## config.mk

```make
export PLATFORM = sky130hd
export DESIGN_NAME = xtea_out_skid
export DESIGN_NICKNAME = d
export VERILOG_FILES = /design/src/xtea_pkg.sv /design/src/xtea_out_skid.sv
export VERILOG_INCLUDE_DIRS = /design/src /design/src/src
export SDC_FILE = /design/constraint.sdc
export NUM_CORES = 1
export LEC_CHECK = 0
export ABC_CLOCK_PERIOD_IN_PS = 4300
export BUFFER_PORTS_ARGS = -buffer_cell sky130_fd_sc_hd__buf_2
export CORE_ASPECT_RATIO = 1.2
export CORE_UTILIZATION = 47
export CTS_CLUSTER_DIAMETER = 30
export DETAILED_ROUTE_END_ITERATION = 8
export GPL_TIMING_DRIVEN = 0
export PLACE_DENSITY = 0.84
export SKIP_CTS_REPAIR_TIMING = 1
export SLEW_MARGIN = 20
export SYNTH_ARGS = -nofsm -noshare
export SYNTH_HDL_FRONTEND = slang
export SYNTH_SLANG_ARGS = --single-unit
```

## constraint.sdc

```tcl
create_clock -name i_clk -period 4.3 [get_ports i_clk]
set_input_delay 0.86 -clock i_clk [delete_from_list [all_inputs] [get_ports i_clk]]
set_output_delay 0.86 -clock i_clk [all_outputs]
set_load 0.02 [all_outputs]
```

## src/xtea_block_encrypt_macros.svh

```systemverilog
// ============================================================================
// XTEA block encrypt assertion macros
// Concurrent assertion wrappers that check in simulation and drop out in
// synthesis. They expect i_clk and i_rst_n in the calling module.
// ============================================================================
`ifndef XTEA_BLOCK_ENCRYPT_MACROS_SVH
`define XTEA_BLOCK_ENCRYPT_MACROS_SVH

`ifndef SYNTHESIS

// Implication checked on every clock edge outside reset.
`define XTEA_ASSERT_IMPL(lbl, ante, cons, msg) \
    lbl: assert property (@(posedge i_clk) disable iff (!i_rst_n) (ante) |-> (cons)) \
        else $error(msg);

// Next-cycle implication checked on every clock edge outside reset.
`define XTEA_ASSERT_NEXT(lbl, ante, cons, msg) \
    lbl: assert property (@(posedge i_clk) disable iff (!i_rst_n) (ante) |=> (cons)) \
        else $error(msg);

`else

`define XTEA_ASSERT_IMPL(lbl, ante, cons, msg)
`define XTEA_ASSERT_NEXT(lbl, ante, cons, msg)

`endif

`endif

```

## src/xtea_pkg.sv

```systemverilog
// ============================================================================
// XTEA package
// Types, constants and helper functions shared by the XTEA encrypt pipeline.
// ============================================================================
package xtea_pkg;

    localparam int          XTEA_ROUND_COUNT = 32;
    localparam int          WORD_W           = 32;
    localparam int          KEY_WORDS        = 4;
    localparam int          KEY_SEL_SHIFT    = 11;
    localparam int          CFG_INDEX_W      = 4;
    localparam logic [31:0] XTEA_DELTA       = 32'h9e37_79b9;

    typedef logic [WORD_W-1:0] t_word;
    typedef logic [KEY_WORDS-1:0][WORD_W-1:0] t_key;

    // Configuration register indexes.
    typedef enum logic [CFG_INDEX_W-1:0] {
        CFG_KEY_0 = 4'd0,
        CFG_KEY_1 = 4'd1,
        CFG_KEY_2 = 4'd2,
        CFG_KEY_3 = 4'd3
    } t_cfg_reg;

    // One block in flight between pipeline stages.
    typedef struct packed {
        logic  valid;
        t_word v0;
        t_word v1;
    } t_pipe;

    function automatic t_word f_mix(input t_word v);
        return ((v << 4) ^ (v >> 5)) + v;
    endfunction

    // Running sum after a number of delta additions; only used on constants.
    function automatic t_word f_round_sum(input int unsigned steps);
        logic [63:0] prod;
        prod = 64'(steps) * 64'(XTEA_DELTA);
        return prod[WORD_W-1:0];
    endfunction

endpackage

```

## src/xtea_out_skid.sv

```systemverilog
// ============================================================================
// XTEA output buffer
// Output register plus one skid entry. The pipeline advances while the skid
// entry is empty; it takes one result behind a stalled output, then the pipeline holds.
// ============================================================================
`include "xtea_block_encrypt_macros.svh"

module xtea_out_skid (
    input  logic            i_clk,
    input  logic            i_rst_n,
    input  xtea_pkg::t_pipe i_stage,
    output logic            o_en,
    input  logic            i_ready,
    output xtea_pkg::t_pipe o_stage
);
    import xtea_pkg::*;

    t_pipe r_out;
    t_pipe r_skid;
    logic  n_out_valid;
    logic  n_skid_valid;
    logic  w_load_out;
    logic  w_load_skid;
    logic  w_skid_to_out;

    always_comb begin
        w_skid_to_out = r_skid.valid && i_ready;
        w_load_out    = !r_skid.valid && (!r_out.valid || i_ready);
        w_load_skid   = !r_skid.valid && r_out.valid && !i_ready && i_stage.valid;

        n_out_valid  = r_out.valid;
        n_skid_valid = r_skid.valid;
        if (w_skid_to_out) begin
            n_out_valid  = 1'b1;
            n_skid_valid = 1'b0;
        end else if (w_load_out) begin
            n_out_valid = i_stage.valid;
        end else if (w_load_skid) begin
            n_skid_valid = 1'b1;
        end
    end

    always_ff @(posedge i_clk) begin
        if (!i_rst_n) begin
            r_out.valid  <= 1'b0;
            r_skid.valid <= 1'b0;
        end else begin
            r_out.valid  <= n_out_valid;
            r_skid.valid <= n_skid_valid;
        end
        if (w_skid_to_out) begin
            r_out.v0 <= r_skid.v0;
            r_out.v1 <= r_skid.v1;
        end else if (w_load_out) begin
            r_out.v0 <= i_stage.v0;
            r_out.v1 <= i_stage.v1;
        end
        if (w_load_skid) begin
            r_skid.v0 <= i_stage.v0;
            r_skid.v1 <= i_stage.v1;
        end
    end

    assign o_en    = !r_skid.valid;
    assign o_stage = r_out;

    `XTEA_ASSERT_IMPL(a_skid_behind_out, r_skid.valid, r_out.valid, "skid full with output empty")
    `XTEA_ASSERT_IMPL(a_skid_fill_on_stall, $rose(r_skid.valid), $past(r_out.valid && !i_ready), "skid filled without a stalled output")
    `XTEA_ASSERT_NEXT(a_skid_drains, r_skid.valid && i_ready, r_out.valid && !r_skid.valid, "skid entry lost on drain")

endmodule

```

==> reports/metrics.yaml <==
status: "complete, no violations"
r2r_slack_ns: 2.38
powerDensity_nw_per_um2: 458.7
drt_iter0_markers: 88
hold_class: "reg -> reg"
p_int_mw: 2.295
fp.dieH_um: 114.0
r2r_cells: 4
nets: 436
mappedNetlistArea_um2: 4912
synthMuxAreaShare: 0.1842
setup_viol: 0
cts_tree: "done"
die-area_um2: 10870
pwr-share-clk: 0.405
synth_compound_area_frac: 0.003821
fin_skew_ns: 0.008187
pwr-share-seq: 0.510
coreArea_um2: 10110
whs_ns: 0.5425
worstHoldPathCells: 1
clk-insertion-delay-late_ns: 0.40
worstMarginPinSlew_ns: 0.6464
routed_wl_um: 8504
p_leak_nw: 2.661
path_max_fanout: 27
root_buffer: "clkbuf_16"
hpwl_um: 5953
antenna_found_initial: 0
cp-end-kind: "flip-flop"
cts_max_path_buffers: 2
worstSetupPathType: "in -> reg"
synth-seq-area-share: 0.7906
synth-simple-area-share: 0.005094
grt_overflow: 0
finalHoldViolations: 0
drive_above_1_share: 0.6121
rows: 40
cp.required_ns: 4.39
drtPass1Iterations: 4
synth-xor-area-share: 0
synth-seq-cells: 130
num_vias: 2475
combPwrFrac: 0.086
drtAntennaViolNets: 0
drc: 0
synth_fa_ha_area_frac: 0
r2r_start: "r_skid[64]"
power_mw: 2.917
grt_use_total: 0.1634
power.switching_uw: 621.0
yosys.area.top_type_share: 0.7825
netlist_instances: 211
chipWidth_um: 95.33
max_clock_freq_mhz: 479.4
start_util: 0.4859
relSlewSlack: 0.5679
wl_per_cell_um: 16.81
drv_cap: 0
place_congestion: 0.7073
vias_per_cell: 4.891
portBuffers: 133
reg2reg_to: "r_skid[47]"
switching_share: 0.2129
hold-path-endpoint: "o_stage[47]"
synth_top_family_by_area: "multiplexers"
synth_area_leader_cell: "edfxtp_1"
grt_pass1_wl_um: 12830
ir_drop_v: 0.0002727
cts.sinks: 130
synth.area.top_cells: "edfxtp_1, mux2_4, mux2_2"
fin_crit_sh: 0.4851
grt_pass1_vias: 2577
syn_to_final_growth_pct: 29.44
final_max_slew_viol_count: 0
synth_cell_types: 14
period_needed_ns: 2.086
synth.avg_cell_area_um2: 23.28
rsz0062_at_grt: "false"
clk_pin_slew_ns: 0.05
cts_made_buffers: 17
syn_nets: 279
htreeDepth: 4
grt_max_degree: 28
pin_count: 134
hp-start: "r_skid[47]"
yosys_warnings: 0
startpoint_type: "input port"
cp.arrival_ns: 2.18
[per-layer routing]
metal | track usage | vias up | wire length, um
met3 | 0.07067 | 7 | 561
met4 | 0.05758 | 0 | 59
met2 | 0.2643 | 91 | 4359
met1 | 0.1931 | 1221 | 3524
li1 | - | 1156 | -
met5 | 0 | - | 0
[sequential cells by signal, summed over array words and instances (netlist names)]
signal	flops
o_stage	65
r_skid	65
[placed cells by master, fill, tap and decap left out]
master / synthesis / layout
buf_2: 1 / 134
edfxtp_1: 128 / 128
mux2_4: 49 / 49
clkbuf_16: 0 / 17
mux2_2: 15 / 15
buf_6: 6 / 6
clkinv_1: 0 / 5
clkbuf_1: 0 / 4
buf_16: 0 / 3
inv_1: 2 / 2
nand2b_1: 2 / 2
clkinvlp_4: 0 / 2
clkinv_2: 0 / 2
dfxtp_1: 2 / 2
diode_2: 0 / 1
o21bai_4: 0 / 1
nand2_1: 1 / 1
nor2_4: 0 / 1
a31oi_1: 1 / 1
a21oi_1: 1 / 1
nor3_1: 1 / 1
buf_8: 0 / 1
buf_12: 0 / 1
[stage by stage]
| step | instances | util | setup slack, ns | setup TNS (ns) | instance area, um^2 |
|---|---|---|---|---|---|
| after global routing | 505 | 0.6287 | 2.148 | 0 | 6356 |
| after detailed placement | 475 | 0.5808 | 1.761 | 0 | 5872 |
| after CTS | 505 | 0.6287 | 2.194 | 0 | 6356 |
| final | 506 | 0.6290 | 2.214 | 0 | 6359 |
| after floorplan | 211 | - | 0.1225 | 0 | 4912 |
| after global placement | 470 | 0.5673 | -1.236 | -135.17 | 5736 |
[Yosys cell counts]
master,instances
nand2_1,1
edfxtp_1,128
buf_2,1
buf_6,6
o21bai_1,1
nor3_1,1
a21oi_1,1
a31oi_1,1
nand2b_1,2
mux2_2,15
mux2_4,49
dfxtp_1,2
nor2_1,1
inv_1,2
[layout make-up]
type | instances | area [um^2]
flip-flops and latches | 130 | 3884
fillers | 771 | 3751
multi-input cells | 72 | 967.2
repair buffers | 138 | 783.3
clock buffers | 21 | 440.4
well taps | 126 | 157.7
plain buffers | 7 | 72.57
clock inverters | 9 | 43.79
inverters | 2 | 7.507
diodes | 1 | 2.502
[power groups by stage]
stage	combinational [mW]	sequential, mW	clock (mW)
6_report	0.250	1.49	1.18
5_1_grt	0.267	1.49	1.26
4_1_cts	0.254	1.49	1.21
3_5_place_dp	0.253	1.51	0
3_3_place_gp	0.232	1.52	0
2_1_floorplan	0.0712	1.58	0
[logic make-up after synthesis]
family / count (synthesis)
buf+inv: 9
mux: 64
flops: 130
compound gates: 3
simple gates: 5
[worst max-delay path: stages]
cell and delay [ns]:
buf_2 0.12, nand2b_1 0.20, nor2_4 0.52, buf_16 0.25, buf_12 0.21
[worst max-delay path by stage]
stage	from	endpoint	slack, ns	depth (start not counted)
floorplan	i_ready	r_skid[0]	0.12	2
global placement	i_ready	r_skid[19]	-1.24	3
detailed placement	i_ready	r_skid[45]	1.76	5
CTS	i_ready	r_skid[45]	2.19	5
global route	i_ready	r_skid[35]	2.15	5
finish	i_ready	r_skid[47]	2.21	5
(Power assumes the default switching activity.)
