`src/xtea_block_encrypt_macros.svh`:
```
// ============================================================================
// XTEA block encrypt assertion macros
// Concurrent assertion wrappers that check in simulation and drop out in
// synthesis. They expect i_clk and i_rst_n in the calling module.
// ============================================================================
`ifndef XTEA_BLOCK_ENCRYPT_MACROS_SVH
`define XTEA_BLOCK_ENCRYPT_MACROS_SVH

`ifndef SYNTHESIS

// Implication checked on every clock edge outside reset.
`define XTEA_ASSERT_IMPL(lbl, ante, cons, msg) \
    lbl: assert property (@(posedge i_clk) disable iff (!i_rst_n) (ante) |-> (cons)) \
        else $error(msg);

// Next-cycle implication checked on every clock edge outside reset.
`define XTEA_ASSERT_NEXT(lbl, ante, cons, msg) \
    lbl: assert property (@(posedge i_clk) disable iff (!i_rst_n) (ante) |=> (cons)) \
        else $error(msg);

`else

`define XTEA_ASSERT_IMPL(lbl, ante, cons, msg)
`define XTEA_ASSERT_NEXT(lbl, ante, cons, msg)

`endif

`endif

```
`src/xtea_pkg.sv`:
```
// ============================================================================
// XTEA package
// Types, constants and helper functions shared by the XTEA encrypt pipeline.
// ============================================================================
package xtea_pkg;

    localparam int          XTEA_ROUND_COUNT = 32;
    localparam int          WORD_W           = 32;
    localparam int          KEY_WORDS        = 4;
    localparam int          KEY_SEL_SHIFT    = 11;
    localparam int          CFG_INDEX_W      = 4;
    localparam logic [31:0] XTEA_DELTA       = 32'h9e37_79b9;

    typedef logic [WORD_W-1:0] t_word;
    typedef logic [KEY_WORDS-1:0][WORD_W-1:0] t_key;

    // Configuration register indexes.
    typedef enum logic [CFG_INDEX_W-1:0] {
        CFG_KEY_0 = 4'd0,
        CFG_KEY_1 = 4'd1,
        CFG_KEY_2 = 4'd2,
        CFG_KEY_3 = 4'd3
    } t_cfg_reg;

    // One block in flight between pipeline stages.
    typedef struct packed {
        logic  valid;
        t_word v0;
        t_word v1;
    } t_pipe;

    function automatic t_word f_mix(input t_word v);
        return ((v << 4) ^ (v >> 5)) + v;
    endfunction

    // Running sum after a number of delta additions; only used on constants.
    function automatic t_word f_round_sum(input int unsigned steps);
        logic [63:0] prod;
        prod = 64'(steps) * 64'(XTEA_DELTA);
        return prod[WORD_W-1:0];
    endfunction

endpackage

```
`src/xtea_round.sv`:
```
// ============================================================================
// XTEA round
// One cipher round as two register stages, one per Feistel half-step. The
// running sum is fixed per round, so the key word choice is wired at build.
// ============================================================================
module xtea_round #(
    parameter int ROUND_IDX = 0
) (
    input  logic           i_clk,
    input  logic           i_rst_n,
    input  logic           i_en,
    input  xtea_pkg::t_key i_key,
    input  xtea_pkg::t_pipe i_stage,
    output xtea_pkg::t_pipe o_stage
);
    import xtea_pkg::*;

    localparam t_word      SUM_A     = f_round_sum(ROUND_IDX);
    localparam t_word      SUM_B     = f_round_sum(ROUND_IDX + 1);
    localparam logic [1:0] KEY_SEL_A = SUM_A[1:0];
    localparam logic [1:0] KEY_SEL_B = SUM_B[KEY_SEL_SHIFT +: 2];

    t_pipe r_half;
    t_pipe r_full;
    t_pipe n_half;
    t_pipe n_full;

    always_comb begin
        n_half.valid = i_stage.valid;
        n_half.v0    = i_stage.v0 + (f_mix(i_stage.v1) ^ (SUM_A + i_key[KEY_SEL_A]));
        n_half.v1    = i_stage.v1;

        n_full.valid = r_half.valid;
        n_full.v0    = r_half.v0;
        n_full.v1    = r_half.v1 + (f_mix(r_half.v0) ^ (SUM_B + i_key[KEY_SEL_B]));
    end

    // Only the valid bits are reset; the data words follow the enable alone.
    always_ff @(posedge i_clk) begin
        if (!i_rst_n) begin
            r_half.valid <= 1'b0;
            r_full.valid <= 1'b0;
        end else if (i_en) begin
            r_half.valid <= n_half.valid;
            r_full.valid <= n_full.valid;
        end
        if (i_en) begin
            r_half.v0 <= n_half.v0;
            r_half.v1 <= n_half.v1;
            r_full.v0 <= n_full.v0;
            r_full.v1 <= n_full.v1;
        end
    end

    assign o_stage = r_full;

endmodule

```
`config.mk`:
```
export PLATFORM = sky130hd
export DESIGN_NAME = xtea_round
export DESIGN_NICKNAME = d
export VERILOG_FILES = /design/src/xtea_block_encrypt_macros.svh /design/src/xtea_pkg.sv /design/src/xtea_round.sv
export SDC_FILE = /design/constraint.sdc
export NUM_CORES = 1
export LEC_CHECK = 0
export ABC_CLOCK_PERIOD_IN_PS = 4700
export BUFFER_PORTS_ARGS = -buffer_cell sky130_fd_sc_hd__buf_2
export CORE_MARGIN = 2
export CORE_UTILIZATION = 46
export CTS_CLUSTER_DIAMETER = 50
export CTS_CLUSTER_SIZE = 10
export DETAILED_ROUTE_END_ITERATION = 10
export PLACE_DENSITY_LB_ADDON = 0.12
export SLEW_MARGIN = 20
export SYNTH_ARGS = -nofsm -noshare
export SYNTH_HDL_FRONTEND = slang
export SYNTH_SLANG_ARGS = --single-unit
```
`constraint.sdc`:
```
create_clock -name i_clk -period 4.7 [get_ports i_clk]
set_input_delay 0.705 -clock i_clk [delete_from_list [all_inputs] [get_ports i_clk]]
set_output_delay 0.705 -clock i_clk [all_outputs]
set_load 0.01 [all_outputs]
```
==> results_dict.tcl, run 1 <==
set metrics [dict create \
    grt_pass1_wl_um 50700 \
    finalSetupViolations 0 \
    cp-end-kind "flop" \
    rsz0062_at_grt "yes" \
    ctsHoldBuffers 0 \
    final_antenna_net_count 0 \
    synth_area_leader_cell "edfxtp_1" \
    ys_top_cells_by_area "edfxtp_1 (33%), ha_1 (14%), xnor2_1 (11%), xor2_1 (7.6%), a21oi_1 (4.4%)" \
    synth_area_um2 11700 \
    cp.buffers_inverters 0 \
    track_usage 0.243 \
    synth_edf_count 128 \
    skew_ns 0.0162 \
    cp.arrival_ns 4.78 \
    hold_slack_ns 0.503 \
    first_pass_iters 4 \
    numClockSinks 130 \
    die_w_um 163 \
    critPathKind "reg2reg" \
    grt_overflow_total 0 \
    drive_gt1_frac 0.319 \
    hold_viol 0 \
    rows 58 \
    num_vias 10247 \
    route.detailed.drc 0 \
    fin_tns_setup_ns 0 \
    die_area_um2 26700 \
    slew_headroom 0.543 \
    n_antenna_cell 0 \
    slew_violations 0 \
    post-route-period-util 0.981 \
    grt_pass1_vias 9944 \
    drv_cap 0 \
    fin_nets 1925 \
    clock_path_buffers 2 \
    initial_utilization 0.467 \
    port_buffers 196 \
    cts_buffers 17 \
    crit_slowest_cell "edfxtp_1" \
    yosys_warnings 0 \
    critPathTopFamily "compound AO/OA/AOI/OAI gates" \
    insertion_delay_ns 0.42 \
    grt_max_degree 48 \
    hpwl_um 26500 \
    min_period_ns 4.61 \
    antenna_found_initial 1 \
    postLayoutCoreUtil 0.627 \
    htree_levels 4 \
    path_clk_slew_ns 0.07 \
    max_freq_ghz 0.217 \
    synthFlopType "edfxtp_1" \
    cp-start-kind "flop" \
    synth_cell_type_count 66 \
    crit_path_cell_trace "ha_2 -> fa_2 -> a21o_1 -> a21o_1 -> a21o_1 -> o311a_4 -> a21o_1 -> o21a_1 -> o21ai_1 -> nand2b_1 -> xnor2_1 -> ha_1 -> and3_4 -> nand3_4 -> o31ai_4 -> a31oi_2 -> o21a_1 -> o41a_1 -> xnor3_1" \
    slowest_delay_ns 0.43 \
    ys_async_sr_fraction 0 \
    syn_area_per_cell_um2 9.96 \
    die-height_um 163 \
    cts_tree "built" \
    yosysSeqAreaShare 0.332 \
    cp_common_cell "a21o_1" \
    place.gp.congestion 0.890 \
    ys_top_cells_by_count "xnor2_1 (151), ha_1 (135), edfxtp_1 (128), a21oi_1 (103), xor2_1 (102)" \
    vias_per_cell 5.30 \
    crit_required_ns 4.87 \
    worst-path-max-fanout 3 \
    routedWlPerCell_um 16.8 \
    worst_pin_slew_ns 0.677 \
    synth_top_area_frac 0.329 \
    wirelength_um 32500 \
    syn-num-nets 1509 \
    io_pins 261 \
    synth.most_common_cell "xnor2_1" \
    synth_cells 1174 \
    synthToLayoutAreaGrowth_pct 34.2 \
    root_buffer "clkbuf_16" \
    drtIter0Drc 621 \
    outcome "complete, no violations" \
    coreArea_um2 25000 \
    hp-class "in2reg" \
    synth_seq_cells 130 \
]
[registers in the layout, indices dropped and copies added, names as in the netlist]
signal   count
n_full      33
o_stage     65
r_half      32
[routing by layer]
metal	up-vias	wire (um)	GRT usage
met5	-	0	0
met3	27	1310	0.0236
met1	4751	15800	0.349
li1	5235	-	-
met2	234	15000	0.399
met4	0	409	0.0495
[cells by family (layout without fill, tap and decap cells)]
family	after synthesis	after routing	synth area share
DFF	130	130	0.332
xor gates and xnor gates	254	254	0.191
adders and majority gates	139	139	0.151
buffers and inverters	28	457	0.00910
and+or+nand+nor	279	279	0.117
AOI/OAI and AO/OA	337	337	0.193
muxes	7	7	0.00621
[stage by stage]
stage | instance area (um2) | setup slack [ns] | std cells
2_1_floorplan | 11800 | -0.0527 | 1174
3_3_place_gp | 14700 | -0.399 | 1893
3_5_place_dp | 14700 | -0.465 | 1893
4_1_cts | 15300 | 0.00678 | 1926
5_1_grt | 15700 | -0.0509 | 1933
6_report | 15700 | 0.0902 | 1933
[area by class of cell]
| class | instances | area, um2 |
|---|---|---|
| well taps | 330 | 413 |
| clock buffers | 18 | 429 |
| repair buffers | 405 | 2620 |
| flip-flops and latches | 130 | 3880 |
| clock inverters | 14 | 141 |
| fillers | 2128 | 9350 |
| inverters | 20 | 75.1 |
| multi-input cells | 1016 | 8130 |
[path summary, 6_finish.rpt]
path / start / to / slack, ns / depth (start not counted)
worst min register to register: n_full[64] / n_full[64] / 0.52 / 2
worst min-delay path: i_stage[0] / r_half[0] / 0.50 / 1
worst max-delay path: n_full[32] / o_stage[31] / 0.09 / 19
worst max register to register: n_full[32] / o_stage[31] / 0.09 / 19
[cell usage in the layout (no fill, tap or decap), drive strengths merged, types with 17 or more instances in the layout]
cell type,count
clkbuf,18
a21oi,104
ha,135
nand3,26
buf,405
edfxtp,128
o21a,17
a21o,64
xnor2,151
nor2,70
nand2,67
o21ai,48
xor2,102
nor3,27
inv,27
[what timing repair did]
item                       CTS  global route
pin swaps                   14            48
setup endpoints to repair    7            21
setup buffers                1             7
resized for setup           10            76
Power of run 1 is not shown: default switching activity piles up to over one toggle a cycle in this logic, so the estimate is an artifact.
==> run 2, diff against run 1 <==
BUFFER_PORTS_ARGS = not set   (was -buffer_cell sky130_fd_sc_hd__buf_2)
CORE_UTILIZATION = 47   (was 46)
DONT_BUFFER_PORTS = 1   (was not set)
==> run 2 against run 1 <==
Clock skew down 0.0047 ns. Critical path type unchanged. First-iteration DRC count down 17%. Setup slack lost 0.064 ns. Sequential share of layout area up 2.8 points. Count of clock-buffer cells in the layout down 1. Highest routed layer unchanged. Die area decreased by 2.1%. Via count fell by 10%. Non-clock buffer count fell by 257. Cell count decreased by 14%.
==> results_dict.tcl, run 2 (same netlist as run 1, synthesis figures left out) <==
set metrics [dict create \
    hold_slack_ns 0.378 \
    cts_buffers 17 \
    final_common_cell "xnor2_1" \
    worst_pin_slew_ns 0.608 \
    min_period_ns 4.67 \
    antenna_found_initial 0 \
    grt_overflow_total 0 \
    hpwl_um 25100 \
    r2r_slack_ns 0.03 \
    coreArea_um2 24400 \
    cts_tree "built" \
    place_area_um2 13200 \
    post-route-period-util 0.994 \
    largest_reg_flops 65 \
    grt_max_degree 131 \
    cp-end-kind "flop" \
    fin_tns_setup_ns 0 \
    numClockSinks 130 \
    skew_ns 0.0115 \
    port_buffers 0 \
    root_buffer "clkbuf_16" \
    place.gp.congestion 0.896 \
    seq_area_um2 3880 \
    drv_cap 0 \
    die_w_um 162 \
    synthToLayoutAreaGrowth_pct 20.5 \
    fill_cells 2193 \
    crit_required_ns 4.86 \
    final_antenna_net_count 0 \
    wl_met2_um 14100 \
    initial_utilization 0.479 \
    routedWlPerCell_um 18.6 \
    slew_headroom 0.590 \
    topRoutingLayerUsed "met4" \
    grt_pass1_vias 9063 \
    path_clk_slew_ns 0.06 \
    clock_path_buffers 2 \
    multiInputGateArea_um2 8040 \
    cp-start-kind "flop" \
    outcome "complete, no violations" \
    grt_pass1_wl_um 48300 \
    first_pass_iters 5 \
    rsz0062_at_grt "yes" \
    route.met3.wl_um 1680 \
    track_usage 0.237 \
    drive_gt1_frac 0.182 \
    final_cell_mix "xnor2_1 (151), buf_4 (147), ha_1 (129)" \
    num_vias 9202 \
    post-place-ws_ns -0.263 \
    slew_violations 0 \
    drt-met1-wl_um 14700 \
    max_freq_ghz 0.214 \
    insertion_delay_ns 0.42 \
    worst-path-max-fanout 3 \
    die_area_um2 26200 \
    vias_per_cell 5.51 \
    rows 57 \
    fin_nets 1668 \
    hold_viol 0 \
    drtIter0Drc 516 \
    die-height_um 162 \
    io_pins 261 \
    wirelength_um 31000 \
    n_antenna_cell 0 \
    final_cell_area_um2 14100 \
    htree_levels 4 \
    finalSetupViolations 0 \
    route.detailed.drc 0 \
    cp.arrival_ns 4.84 \
    hp-class "in2reg" \
    critPathKind "reg2reg" \
    worst_slack_ns 0.0261 \
]
==> run 2: metrics by stage <==
stage / instances / util
detailed placement: 1631 / 0.541
global route: 1670 / 0.577
finish: 1670 / 0.577
CTS: 1666 / 0.567
floorplan: 1174 / -
global placement: 1631 / 0.541
==> run 2: timing repair <==
action | CTS | global route
endpoints found under the setup margin | 3 | 19
hold buffers | 0 | 0
pin swaps | 17 | 36
cloned | 0 | 0
resized for setup | 12 | 41
setup buffers | 3 | 4
==> run 2: layer usage <==
layer  vias up  GRT usage
met2       167      0.378
met3        27     0.0608
met1      4293      0.324
met4         0     0.0539
li1       4715          -
met5         -          0
==> run 2: area by class of cell <==
| cell class | instances | share of cell area |
|---|---|---|
| inverters | 20 | 0.00533 |
| repair buffers | 148 | 0.0792 |
| flip-flops and latches | 130 | 0.276 |
| multi-input cells | 1016 | 0.571 |
| clock buffers | 17 | 0.0302 |
| well taps | 324 | 0.0288 |
| clock inverters | 15 | 0.0102 |
==> run 2: final timing paths <==
kind                             startpoint          end  cells after the start
worst max-delay path             n_full[37]  o_stage[31]                     18
worst min-delay path            i_stage[31]   r_half[31]                      0
worst max register to register   n_full[37]  o_stage[31]                     18
worst min register to register   n_full[64]  o_stage[64]                      2
==> run 2: worst max-delay path, cell delays in order (launching register included) <==
cell	delay [ns]
edfxtp_1	0.42
ha_2	0.22
fa_2	0.34
a21o_1	0.16
a21o_1	0.16
a21o_1	0.19
o311a_1	0.35
or2_4	0.25
a21o_1	0.18
a21oi_2	0.15
xnor2_1	0.08
ha_1	0.30
and3_4	0.19
a221oi_4	0.08
o31ai_4	0.32
a31oi_2	0.15
o21a_1	0.23
o41a_1	0.45
xnor3_1	0.19
Power of run 2 is left out for the same reason.
